<file path="src/rtl/slid_pkg.sv">
// ----------------------------------------------------------------------------
// slid_pkg
// Shared types and constants for the sorted list with insert, delete and dump.
// ----------------------------------------------------------------------------
package slid_pkg;

    localparam int DEPTH   = 16;
    localparam int IDX_W   = (DEPTH > 1) ? $clog2(DEPTH) : 1;
    localparam int FILL_W  = $clog2(DEPTH + 1);
    localparam int VALUE_W = 32;
    localparam int POS_W   = 5;
    localparam int COUNT_W = 5;
    localparam int CMP_W   = (FILL_W > POS_W) ? FILL_W : POS_W;

    typedef enum logic [1:0] {
        CMD_INSERT = 2'd0,
        CMD_DELETE = 2'd1,
        CMD_DUMP   = 2'd2,
        CMD_NONE   = 2'd3
    } t_cmd;

    typedef enum logic [1:0] {
        ST_OK    = 2'd0,
        ST_EMPTY = 2'd1,
        ST_RANGE = 2'd2,
        ST_FULL  = 2'd3
    } t_status;

    typedef enum logic [1:0] {
        CELL_HOLD   = 2'd0,
        CELL_INSERT = 2'd1,
        CELL_DELETE = 2'd2,
        CELL_ROTATE = 2'd3
    } t_cell_cmd;

    typedef struct packed {
        t_cmd                       cmd;
        logic signed [VALUE_W-1:0]  value;
        logic        [POS_W-1:0]    position;
    } t_in_item;

    typedef struct packed {
        t_status                    status;
        logic signed [VALUE_W-1:0]  entry;
        logic        [COUNT_W-1:0]  count;
        logic                       last;
    } t_out_item;

    // Broadcast from the control to every cell of the chain
    typedef struct packed {
        t_cell_cmd                  cmd;
        logic signed [VALUE_W-1:0]  value;
        logic        [POS_W-1:0]    position;
        logic        [FILL_W-1:0]   fill;
    } t_cell_op;

endpackage

</file>
<file path="src/rtl/slid_cell.sv">
// ----------------------------------------------------------------------------
// slid_cell
// One slot of the sorted chain: compare, take the new value, shift from a neighbour, or hold.
// ----------------------------------------------------------------------------
module slid_cell (
    input  logic                                i_clk,
    input  logic [slid_pkg::IDX_W-1:0]          i_idx,
    input  slid_pkg::t_cell_op                  i_op,
    input  logic signed [slid_pkg::VALUE_W-1:0] i_left_val,
    input  logic                                i_left_gt,
    input  logic signed [slid_pkg::VALUE_W-1:0] i_right_val,
    input  logic signed [slid_pkg::VALUE_W-1:0] i_head_val,
    output logic signed [slid_pkg::VALUE_W-1:0] o_val,
    output logic                                o_gt
);
    import slid_pkg::*;

    logic signed [VALUE_W-1:0] r_val;
    logic signed [VALUE_W-1:0] n_val;
    logic [FILL_W-1:0]         w_idx;
    logic                      w_occupied;

    assign w_idx      = FILL_W'(i_idx);
    assign w_occupied = (w_idx < i_op.fill);
    assign o_gt       = w_occupied && (r_val > i_op.value);
    assign o_val      = r_val;

    always_comb begin
        n_val = r_val;
        case (i_op.cmd)
            CELL_INSERT: begin
                // take the left slot's value when it moves up, else drop the new one in
                if (i_left_gt) begin
                    n_val = i_left_val;
                end else if (o_gt || (w_idx == i_op.fill)) begin
                    n_val = i_op.value;
                end
            end
            CELL_DELETE: begin
                if (CMP_W'(i_idx) >= CMP_W'(i_op.position)) begin
                    n_val = i_right_val;
                end
            end
            CELL_ROTATE: begin
                // wrap the head round to the last occupied slot
                if (w_idx == i_op.fill - FILL_W'(1)) begin
                    n_val = i_head_val;
                end else begin
                    n_val = i_right_val;
                end
            end
            default: begin
                n_val = r_val;
            end
        endcase
    end

    always_ff @(posedge i_clk) begin
        r_val <= n_val;
    end

endmodule

</file>
<file path="src/rtl/sorted_list_insert_delete.sv">
// ----------------------------------------------------------------------------
// sorted_list_insert_delete
// Bounded ascending list of signed values held in a chain of cells.
// ----------------------------------------------------------------------------
//
//  channel | direction | handshake               | payload
//  --------+-----------+-------------------------+-----------------------------
//  input   | in        | i_in_valid / o_in_ready | i_in  (cmd, value, position)
//  output  | out       | o_out_valid/i_out_ready | o_out (status, entry, count, last)
//
//  Insert, delete and unknown commands: the result item is registered at the
//  accepting edge.
//  Dump: the accepting edge only starts the run; then one item per cycle,
//  count items in all, paced by the output handshake; the chain rotates
//  once per item and is back in order at the end.
//  Reset clears the fill count, the dump state and the output valid; slot
//  contents are undefined until written.
//  An input item is taken only while no dump runs and the output register is
//  empty or being emptied in the same cycle.
//
module sorted_list_insert_delete (
    input  logic                i_clk,
    input  logic                i_rst_n,
    input  logic                i_in_valid,
    output logic                o_in_ready,
    input  slid_pkg::t_in_item  i_in,
    output logic                o_out_valid,
    input  logic                i_out_ready,
    output slid_pkg::t_out_item o_out
);
    import slid_pkg::*;

    typedef enum logic [1:0] {
        S_IDLE = 2'b01,
        S_DUMP = 2'b10
    } t_state;

    t_state             r_state,     n_state;
    logic [FILL_W-1:0]  r_fill,      n_fill;
    logic [FILL_W-1:0]  r_remain,    n_remain;
    logic               r_out_valid, n_out_valid;
    t_out_item          r_out,       n_out;

    logic               w_out_free;
    logic               w_accept;
    logic               w_full;
    logic               w_empty;
    logic               w_pos_ok;
    logic               w_dump_step;
    t_cell_op           w_op;

    logic signed [VALUE_W-1:0] w_val [DEPTH];
    logic                      w_gt  [DEPTH];

    assign w_out_free  = !r_out_valid || i_out_ready;
    assign o_in_ready  = (r_state == S_IDLE) && w_out_free;
    assign w_accept    = i_in_valid && o_in_ready;
    assign w_full      = (r_fill == FILL_W'(DEPTH));
    assign w_empty     = (r_fill == '0);
    assign w_pos_ok    = (CMP_W'(i_in.position) < CMP_W'(r_fill));
    assign w_dump_step = (r_state == S_DUMP) && w_out_free;

    // Broadcast to the chain
    always_comb begin
        w_op.cmd      = CELL_HOLD;
        w_op.value    = i_in.value;
        w_op.position = i_in.position;
        w_op.fill     = r_fill;
        if (w_dump_step) begin
            w_op.cmd = CELL_ROTATE;
        end else if (w_accept) begin
            if ((i_in.cmd == CMD_INSERT) && !w_full) begin
                w_op.cmd = CELL_INSERT;
            end else if ((i_in.cmd == CMD_DELETE) && !w_empty && w_pos_ok) begin
                w_op.cmd = CELL_DELETE;
            end
        end
    end

    // Chain of cells; each looks at its neighbours, the head slot and the broadcast op
    for (genvar g = 0; g < DEPTH; g++) begin : g_cell
        logic signed [VALUE_W-1:0] w_left_val;
        logic                      w_left_gt;
        logic signed [VALUE_W-1:0] w_right_val;

        if (g == 0) begin : g_first
            assign w_left_val = '0;
            assign w_left_gt  = 1'b0;
        end else begin : g_inner
            assign w_left_val = w_val[g-1];
            assign w_left_gt  = w_gt[g-1];
        end

        if (g == DEPTH - 1) begin : g_end
            assign w_right_val = w_val[g];
        end else begin : g_mid
            assign w_right_val = w_val[g+1];
        end

        slid_cell u_cell (
            .i_clk       (i_clk),
            .i_idx       (IDX_W'(g)),
            .i_op        (w_op),
            .i_left_val  (w_left_val),
            .i_left_gt   (w_left_gt),
            .i_right_val (w_right_val),
            .i_head_val  (w_val[0]),
            .o_val       (w_val[g]),
            .o_gt        (w_gt[g])
        );
    end

    // Control and result register
    always_comb begin
        n_state     = r_state;
        n_fill      = r_fill;
        n_remain    = r_remain;
        n_out       = r_out;
        n_out_valid = r_out_valid && !i_out_ready;

        if (w_dump_step) begin
            // stream the head; the chain rotates behind it
            n_out_valid  = 1'b1;
            n_out.status = ST_OK;
            n_out.entry  = w_val[0];
            n_out.count  = COUNT_W'(r_fill);
            n_out.last   = (r_remain == FILL_W'(1));
            n_remain     = r_remain - FILL_W'(1);
            if (r_remain == FILL_W'(1)) begin
                n_state = S_IDLE;
            end
        end else if (w_accept) begin
            n_out.status = ST_OK;
            n_out.entry  = '0;
            n_out.last   = 1'b1;
            n_out_valid  = 1'b1;
            case (i_in.cmd)
                CMD_INSERT: begin
                    if (w_full) begin
                        n_out.status = ST_FULL;
                    end else begin
                        n_fill = r_fill + FILL_W'(1);
                    end
                end
                CMD_DELETE: begin
                    if (w_empty) begin
                        n_out.status = ST_EMPTY;
                    end else if (!w_pos_ok) begin
                        n_out.status = ST_RANGE;
                    end else begin
                        n_fill = r_fill - FILL_W'(1);
                    end
                end
                CMD_DUMP: begin
                    if (w_empty) begin
                        n_out.status = ST_EMPTY;
                    end else begin
                        // hold the output back; the dump loop fills it
                        n_out_valid = r_out_valid && !i_out_ready;
                        n_state     = S_DUMP;
                        n_remain    = r_fill;
                    end
                end
                default: begin
                    n_out.status = ST_OK;
                end
            endcase
            n_out.count = COUNT_W'(n_fill);
        end
    end

    always_ff @(posedge i_clk) begin
        if (!i_rst_n) begin
            r_state     <= S_IDLE;
            r_fill      <= '0;
            r_remain    <= '0;
            r_out_valid <= 1'b0;
        end else begin
            r_state     <= n_state;
            r_fill      <= n_fill;
            r_remain    <= n_remain;
            r_out_valid <= n_out_valid;
        end
    end

    always_ff @(posedge i_clk) begin
        r_out <= n_out;
    end

    assign o_out_valid = r_out_valid;
    assign o_out       = r_out;

endmodule

</file>
<file path="config.mk">
export PLATFORM = sky130hd
export DESIGN_NAME = sorted_list_insert_delete
export DESIGN_NICKNAME = d
export VERILOG_FILES = /design/src/rtl/slid_pkg.sv /design/src/rtl/slid_cell.sv /design/src/rtl/sorted_list_insert_delete.sv
export SDC_FILE = /design/constraint.sdc
export NUM_CORES = 2
export LEC_CHECK = 0
export BUFFER_PORTS_ARGS = -buffer_cell sky130_fd_sc_hd__buf_2
export CAP_MARGIN = 20
export CORE_ASPECT_RATIO = 0.8
export CORE_MARGIN = 8
export CORE_UTILIZATION = 50
export DETAILED_ROUTE_END_ITERATION = 16
export PLACE_DENSITY = 0.65
export SYNTH_ARGS = -nofsm -noshare
export SYNTH_HDL_FRONTEND = slang
export SYNTH_SLANG_ARGS = --single-unit
</file>
<file path="constraint.sdc">
create_clock -name i_clk -period 6.65 [get_ports i_clk]
set_clock_uncertainty 0.15 [all_clocks]
set_input_delay 1.33 -clock i_clk [delete_from_list [all_inputs] [get_ports i_clk]]
set_output_delay 1.33 -clock i_clk [all_outputs]
set_load 0.02 [all_outputs]
</file>
Word-level counts from Yosys, hierarchy flattened --
Cells that the tools add are included.
Cells by class: add/subtract/negate cells 3, order comparisons 48, equality and inequality tests 74, mux-type cells 106, bitwise logic cells 1, reductions and logical operators 70
Operator list (number):
- $mux W32 | 62
- $pmux W32 S3 | 15
- $gt A32 B32 Y1 | 16
- $eq A4 B5 Y1 const A | 16
- $mux W38 | 2
- $pmux W32 S2 | 1
- $reduce_and A3 Y1 | 16
- $ne A3 B1 Y1 const B | 15
- $eq A3 B5 Y1 const A | 8
- $lt A4 B5 Y1 const A | 8
- $ne A2 B1 Y1 const B | 19
- $ge A4 B5 Y1 const A | 7
- $mux W5 | 7
- $mux W2 | 12
- $logic_and A1 B1 Y1 | 23
- $eq A2 B5 Y1 const A | 4
- $ge A3 B5 Y1 const A | 4
- $lt A3 B5 Y1 const A | 4
- $logic_or A1 B1 Y1 | 17
- $eq A1 B5 Y1 const A | 2
- $ge A1 B5 Y1 const A | 2
- $ge A2 B5 Y1 const A | 2
- $logic_not A5 Y1 | 2
- $lt A1 B5 Y1 const A | 2
- 19 further kinds | 36
Storage, ports and cells: flip-flop bits (word level) 565, output and inout bits 42

Longest topological paths before layout --
depth after elaboration 11, gate-level depth with buffers 14, gate-level depth less buffers 10

Modules after synthesis --
A second synthesis with hierarchy kept.
Unflattened totals: cell total of the unflattened synthesis 5701, area, all modules 51916.0 um^2
By module, submodules not included:
- slid_cell at g_cell[0].u_cell ... | instances 15, cells an instance 341, area an instance 3081.7 um^2
- slid_cell at g_cell[9].u_cell | instances 1, cells an instance 338, area an instance 3071.7 um^2
- sorted_list_insert_delete | instances 1, cells an instance 248, area an instance 2618.8 um^2

Least setup slack after synthesis --
No wires, ideal clock.
kind input to register, start point input i_in[12] (netlist bit), end point register g_cell[4].u_cell.r_val[0] (enable), data arrival time 6.599 ns, path slack -0.564 ns, cell stages on the path 13, buffers on the path 3, cells stage by stage clkbuf_1 -> clkbuf_1 -> inv_1 -> ha_1 -> a21oi_1 -> o21ai_0 -> a221oi_1 -> o211ai_1 -> a21oi_1 -> mux2i_1 -> clkbuf_1 -> a211oi_1 -> o21ai_0
On the way: cells in the longest elaborated chain, start to end 5, elaborated cells between the ends (all ways) 7, those cells by class order compare: 2; eq/ne: 1; reduce/logical: 4
Ends and longest elaborated chain:
- start: declaration | line sorted_list_insert_delete.sv:26 | input slid_pkg::t_in_item i_in,
- $gt A32 B32 Y1 | line slid_cell.sv:25 | assign o_gt = w_occupied && (r_val > i_op.value);
- $logic_and A1 B1 Y1 | line slid_cell.sv:25
- $logic_or A1 B1 Y1 | line slid_cell.sv:35 | end else if (o_gt || (w_idx == i_op.fill)) begin
- $ne A3 B1 Y1 (no line) (*)
- $reduce_and A3 Y1 (no line) (*)
- end signal: assignment | line slid_cell.sv:59 | r_val <= n_val;
- end: declaration | line slid_cell.sv:18 | logic signed [VALUE_W-1:0] r_val;
Every way passes the cells marked *; elsewhere a longest branch is shown, timed or not. A chain may end at the register's enable or synchronous reset.

Worst setup path in the final report --
start point input i_in[12] (netlist bit), end point register g_cell[10].u_cell.r_val[25] (data pin)
On the way: cells in the longest elaborated chain, start to end 4
Ends and longest elaborated chain:
- $gt A32 B32 Y1 | line slid_cell.sv:25
- $logic_and A1 B1 Y1 | line slid_cell.sv:25
- $mux W32 | line slid_cell.sv:33 | if (i_left_gt) begin
- $pmux W32 S3 | line slid_cell.sv:30 | case (i_op.cmd)
- named net g_cell[10].u_cell.n_val[25] | line slid_cell.sv:19 | logic signed [VALUE_W-1:0] n_val;
- end signal: assignment | line slid_cell.sv:59
- end: declaration | line slid_cell.sv:18
The timed path passes the listed nets, and every way through them passes these cells.

==> run_summary.xml <==
<?xml version="1.0" encoding="UTF-8"?>
<metrics>
  <group name="run_status">
    <metric name="result_of_the_run" unit="">completed</metric>
  </group>
  <group name="synth">
    <metric name="synthDistinctLibCells" unit="">71</metric>
    <metric name="yosys_register_bits" unit="">565</metric>
    <metric name="synthArstFlopShare" unit="">0</metric>
    <metric name="post_synth_inst_count" unit="">4134</metric>
    <metric name="synth.cell_area" unit="mm²">0.0424</metric>
    <metric name="yosysWarnings" unit="">0</metric>
    <metric name="number_of_synthesized_flops_with_an_enable_pin" unit="">550</metric>
    <metric name="yosysSeqAreaShare" unit="">0.396</metric>
    <metric name="synthesis.nets" unit="">4702</metric>
    <metric name="synth_area_per_cell" unit="µm²">10.3</metric>
    <metric name="most_used_flip_flop_cell_after_synthesis" unit="">sky130_fd_sc_hd__edfxtp_1</metric>
  </group>
  <group name="critical_path">
    <metric name="critical_path.startpoint_type" unit="">input port</metric>
    <metric name="max_stage_delay" unit="ps">860</metric>
    <metric name="critical_path.top_delay_family" unit="">compound AO/OA/AOI/OAI gates</metric>
    <metric name="timing.setup.critical_path_class" unit="">in -&gt; reg</metric>
    <metric name="critical_path_required" unit="ps">6990</metric>
    <metric name="timing.critical_path.cells" unit="">buf_2 -&gt; inv_1 -&gt; buf_4 -&gt; ha_1 -&gt; a21oi_1 -&gt; o21a_1 -&gt; o221ai_1 -&gt; a2111oi_0 -&gt; o21bai_1 -&gt; a21oi_1 -&gt; and2_1 -&gt; buf_4 -&gt; a221o_1</metric>
    <metric name="maximum_fanout_count_along_the_critical_path" unit="">32</metric>
    <metric name="timing.critical_path.to_type" unit="">register</metric>
    <metric name="rrSetupSlack" unit="ps">1730</metric>
    <metric name="cp.buffers_inverters" unit="">4</metric>
    <metric name="cpMaxStageDelayCell" unit="">sky130_fd_sc_hd__a2111oi_0</metric>
    <metric name="cp_data_arrival_time" unit="ps">5610</metric>
    <metric name="regToRegStartpoint" unit="">r_fill[2]</metric>
    <metric name="worst_r2r_endpoint" unit="">g_cell[7].u_cell.o_val[11]</metric>
    <metric name="ff2ff_path_depth" unit="">9</metric>
  </group>
  <group name="sta">
    <metric name="setup_viol" unit="">0</metric>
    <metric name="period_share" unit="">0.794</metric>
    <metric name="setup_repair_after_global_routing_missed_its_margin" unit="">no</metric>
    <metric name="worst_pin_slew" unit="ps">1070</metric>
    <metric name="tns" unit="ps">0</metric>
    <metric name="layout_min_cycle_time" unit="ps">5280</metric>
    <metric name="hold_viol" unit="">0</metric>
    <metric name="fin_worst_hold_slack" unit="ps">327</metric>
    <metric name="slew-limit-headroom" unit="">0.284</metric>
    <metric name="maximum_clock_frequency" unit="MHz">189</metric>
    <metric name="finalMaxSlewViolations" unit="">0</metric>
  </group>
  <group name="min_path">
    <metric name="worst_hold_path_type" unit="">reg -&gt; reg</metric>
    <metric name="min_delay_path_depth" unit="">2</metric>
    <metric name="hold_end" unit="">r_remain[4]</metric>
    <metric name="holdCritStartpoint" unit="">r_remain[4]</metric>
  </group>
  <group name="clock_network">
    <metric name="number_of_buffers_inserted_to_repair_setup_after_cts" unit="">0</metric>
    <metric name="cts_buffers" unit="">66</metric>
    <metric name="clkSinkCount" unit="">565</metric>
    <metric name="ctsLongestPathBuffers" unit="">3</metric>
    <metric name="cts.clk_slew.worst_paths" unit="ps">60</metric>
    <metric name="clock-root-buffer" unit="">sky130_fd_sc_hd__clkbuf_16</metric>
    <metric name="tritoncts" unit="">done</metric>
    <metric name="clock_insertion_delay_worst_skew" unit="ps">630</metric>
    <metric name="h-tree-depth" unit="">3</metric>
    <metric name="postCtsResizedCells" unit="">0</metric>
    <metric name="total_of_hold_buffers_inserted_after_clock_tree_synthesis" unit="">0</metric>
  </group>
  <group name="detailed_routing">
    <metric name="drc_violation_count_after_routing" unit="">0</metric>
    <metric name="drt_first_iter_violations" unit="">6133</metric>
    <metric name="ant_nets" unit="">0</metric>
    <metric name="post_drt_via_cell_ratio" unit="">7.28</metric>
    <metric name="number_of_vias_after_detailed_routing" unit="">38071</metric>
    <metric name="routedWlPerCell" unit="µm">30.6</metric>
    <metric name="postRouteWirelength" unit="µm">160000</metric>
    <metric name="detailedRoute.firstPassIterationCount" unit="">8</metric>
  </group>
  <group name="power_and_ir_drop">
    <metric name="irDropWorstVdd" unit="µV">226</metric>
    <metric name="comb_power_share" unit="">0.235</metric>
    <metric name="seqPwrFrac" unit="">0.427</metric>
    <metric name="power.switching_fraction" unit="">0.316</metric>
    <metric name="power_after_layout" unit="W">0.0103</metric>
    <metric name="clockPowerShare" unit="">0.338</metric>
    <metric name="power_leakage" unit="nW">18.0</metric>
    <metric name="power.density_cell_area" unit="mW/mm²">223</metric>
    <metric name="netSwitchingPower" unit="W">0.00326</metric>
    <metric name="power_report.internal_total" unit="W">0.00707</metric>
  </group>
  <group name="die">
    <metric name="die_h" unit="µm">277</metric>
    <metric name="core_region_area" unit="mm²">0.0840</metric>
    <metric name="floorplan.rows" unit="">95</metric>
    <metric name="start_util" unit="">0.505</metric>
    <metric name="die_area" unit="mm²">0.0945</metric>
    <metric name="horizontal_die_dimension" unit="µm">342</metric>
    <metric name="io_pins" unit="">85</metric>
  </group>
  <group name="global_route">
    <metric name="number_of_antenna_violations_at_the_first_check_in_global_routing" unit="">9</metric>
    <metric name="grt_start_max_net_pins" unit="">161</metric>
    <metric name="grt_overflow" unit="">0</metric>
    <metric name="grt_pass1_vias" unit="">35761</metric>
    <metric name="grt_usage" unit="">0.321</metric>
    <metric name="grt_first_pass_wirelength" unit="µm">235000</metric>
  </group>
  <group name="cells_and_area">
    <metric name="fin_nets" unit="">4631</metric>
    <metric name="syn2layout_area_growth" unit="%">9.26</metric>
    <metric name="layout-drive-gt1-share" unit="">0.111</metric>
    <metric name="n_fill_cell" unit="">7275</metric>
    <metric name="final_core_util" unit="">0.552</metric>
  </group>
  <group name="placed_design">
    <metric name="globalplace.congestion" unit="">1.01</metric>
    <metric name="port_buffers" unit="">84</metric>
    <metric name="place_hpwl" unit="µm">114000</metric>
  </group>
  <group name="job">
    <metric name="cap_violations" unit="">0</metric>
  </group>
</metrics>
placed cells by master (no fill, tap or decap), types with 9 or more instances in the layout:
cell	n
sky130_fd_sc_hd__a31oi_1	9
sky130_fd_sc_hd__and2_1	41
sky130_fd_sc_hd__o21ai_0	123
sky130_fd_sc_hd__buf_2	84
sky130_fd_sc_hd__nand4_1	104
sky130_fd_sc_hd__buf_4	160
sky130_fd_sc_hd__nor2_2	12
sky130_fd_sc_hd__dfxtp_1	15
sky130_fd_sc_hd__a22oi_1	231
sky130_fd_sc_hd__nand3_1	26
sky130_fd_sc_hd__edfxtp_1	550
sky130_fd_sc_hd__and3_1	10
sky130_fd_sc_hd__nor2b_1	49
sky130_fd_sc_hd__clkbuf_16	69
sky130_fd_sc_hd__a22oi_2	60
sky130_fd_sc_hd__and4_1	10
sky130_fd_sc_hd__o211ai_1	26
sky130_fd_sc_hd__nor3_1	19
sky130_fd_sc_hd__nor3b_1	10
sky130_fd_sc_hd__nor4_1	27
sky130_fd_sc_hd__clkbuf_1	19
sky130_fd_sc_hd__a21o_1	76
sky130_fd_sc_hd__inv_1	85
sky130_fd_sc_hd__a21oi_1	403
sky130_fd_sc_hd__nand2_1	179
sky130_fd_sc_hd__xor2_1	10
sky130_fd_sc_hd__nor2_1	374
sky130_fd_sc_hd__a211oi_1	11
sky130_fd_sc_hd__buf_12	10
sky130_fd_sc_hd__a221o_1	326
sky130_fd_sc_hd__clkinv_1	12
sky130_fd_sc_hd__a221oi_1	152
sky130_fd_sc_hd__mux2i_1	159
sky130_fd_sc_hd__ha_1	525
Yosys cell counts (3+ instances only):
| cell | number | area, µm² |
|---|---|---|
| sky130_fd_sc_hd__nor4_1 | 27 | 169 |
| sky130_fd_sc_hd__o211a_1 | 6 | 60.1 |
| sky130_fd_sc_hd__a211oi_1 | 11 | 82.6 |
| sky130_fd_sc_hd__o21ai_0 | 124 | 621 |
| sky130_fd_sc_hd__or4_1 | 4 | 30.0 |
| sky130_fd_sc_hd__inv_1 | 85 | 319 |
| sky130_fd_sc_hd__dfxtp_1 | 15 | 300 |
| sky130_fd_sc_hd__a22oi_1 | 231 | 1730 |
| sky130_fd_sc_hd__nor3b_1 | 10 | 75.1 |
| sky130_fd_sc_hd__mux2i_1 | 160 | 1600 |
| sky130_fd_sc_hd__nand3_1 | 26 | 130 |
| sky130_fd_sc_hd__and2_1 | 41 | 257 |
| sky130_fd_sc_hd__buf_2 | 28 | 140 |
| sky130_fd_sc_hd__or3_1 | 3 | 18.8 |
| sky130_fd_sc_hd__nor3_1 | 19 | 95.1 |
| sky130_fd_sc_hd__a2111o_1 | 7 | 78.8 |
| sky130_fd_sc_hd__o21bai_1 | 4 | 30.0 |
| sky130_fd_sc_hd__edfxtp_1 | 550 | 16500 |
| sky130_fd_sc_hd__xor2_1 | 10 | 87.6 |
| sky130_fd_sc_hd__a21oi_1 | 418 | 2090 |
| sky130_fd_sc_hd__a221o_1 | 326 | 3260 |
| sky130_fd_sc_hd__nand2b_1 | 7 | 43.8 |
| sky130_fd_sc_hd__o221ai_1 | 3 | 26.3 |
| sky130_fd_sc_hd__a211o_1 | 3 | 26.3 |
| sky130_fd_sc_hd__nor2_1 | 390 | 1460 |
| sky130_fd_sc_hd__o211ai_1 | 26 | 195 |
| sky130_fd_sc_hd__and3_1 | 10 | 62.6 |
| sky130_fd_sc_hd__nand2_1 | 181 | 679 |
| sky130_fd_sc_hd__a21boi_0 | 5 | 37.5 |
| sky130_fd_sc_hd__o31ai_1 | 4 | 30.0 |
| sky130_fd_sc_hd__buf_6 | 8 | 90.1 |
| sky130_fd_sc_hd__nor2b_1 | 50 | 313 |
| sky130_fd_sc_hd__nand4_1 | 104 | 651 |
| sky130_fd_sc_hd__a221oi_1 | 152 | 1330 |
| sky130_fd_sc_hd__ha_1 | 525 | 6570 |
| sky130_fd_sc_hd__a21o_1 | 76 | 571 |
| sky130_fd_sc_hd__a22oi_2 | 60 | 751 |
| sky130_fd_sc_hd__and4_1 | 10 | 87.6 |
| sky130_fd_sc_hd__xnor2_1 | 6 | 52.6 |
| sky130_fd_sc_hd__a31oi_1 | 12 | 75.1 |
| sky130_fd_sc_hd__o21a_1 | 5 | 37.5 |
| sky130_fd_sc_hd__buf_1 | 9 | 33.8 |
| sky130_fd_sc_hd__clkbuf_1 | 348 | 1310 |
area by class of cell:
type / count / area, µm² / area share
multi-input cells: 3089 / 24100 / 0.519
flip-flops and latches: 565 / 16800 / 0.363
clock buffers: 91 / 1840 / 0.0397
repair buffers: 254 / 1820 / 0.0393
well taps: 1115 / 1400 / 0.0301
inverters: 87 / 327 / 0.00704
clock inverters: 21 / 101 / 0.00219
diodes: 6 / 15.0 / 0.000324
how the worst max path moves through the flow:
stage                  start                     endpoint  cells after the start
global route        i_in[32]   g_cell[7].u_cell.o_val[14]                     12
detailed placement  i_in[36]   g_cell[1].u_cell.o_val[17]                     12
finish              i_in[12]  g_cell[10].u_cell.o_val[25]                     13
global placement    i_in[31]   g_cell[7].u_cell.o_val[25]                     12
floorplan           i_in[12]    g_cell[5].u_cell.o_val[0]                     13
CTS                 i_in[36]   g_cell[1].u_cell.o_val[17]                     12
power groups by stage:
stage,combinational [W],sequential (W),clock [W]
2_1_floorplan,0.00159,0.00443,0
3_3_place_gp,0.00230,0.00447,0
3_5_place_dp,0.00235,0.00447,0
4_1_cts,0.00236,0.00440,0.00350
5_1_grt,0.00259,0.00442,0.00362
6_report,0.00243,0.00441,0.00349
sequential cells by signal, indices dropped and copies added, names as in the netlist:
signal,cells
o_out,40
r_remain,5
g_cell.u_cell.o_val,512
o_out_valid,1
r_fill,5
r_state,2
worst reg2reg max path, cell delays in order, from the launching register on:
cell	delay, ps
sky130_fd_sc_hd__dfxtp_1	490
sky130_fd_sc_hd__buf_4	290
sky130_fd_sc_hd__nor2_1	490
sky130_fd_sc_hd__nand2_1	140
sky130_fd_sc_hd__xnor2_1	570
sky130_fd_sc_hd__nand2_1	540
sky130_fd_sc_hd__or4_2	1250
sky130_fd_sc_hd__a22oi_2	380
sky130_fd_sc_hd__nor2_1	70
sky130_fd_sc_hd__a221o_1	290
metrics by stage:
step / instances / setup WS, ps / cell area (µm²)
6_report: 5228 / 1370 / 46400
3_5_place_dp: 5109 / 883 / 44400
3_3_place_gp: 5108 / 914 / 44400
5_1_grt: 5226 / 1260 / 46400
4_1_cts: 5221 / 1530 / 46300
2_1_floorplan: 4134 / 149 / 42400
metal layers:
layer	GRT usage	vias to the layer above	wire (µm)
met5	0	-	11
met1	0.483	18473	67900
met4	0.0974	2	5040
li1	-	16413	-
met3	0.0796	315	22600
met2	0.448	2868	64600
cell families (layout without fill, tap and decap cells):
kind of cell	count (synthesis)	after routing	synth area share
xor+xnor	16	16	0.00330
mux	160	160	0.0377
compound gates	1491	1491	0.264
other cells	0	6	0
flops	565	565	0.396
fa+ha+maj	526	526	0.155
simple gates	896	896	0.0990
buf+inv	480	453	0.0447
Power figures use the tool's default switching activity.
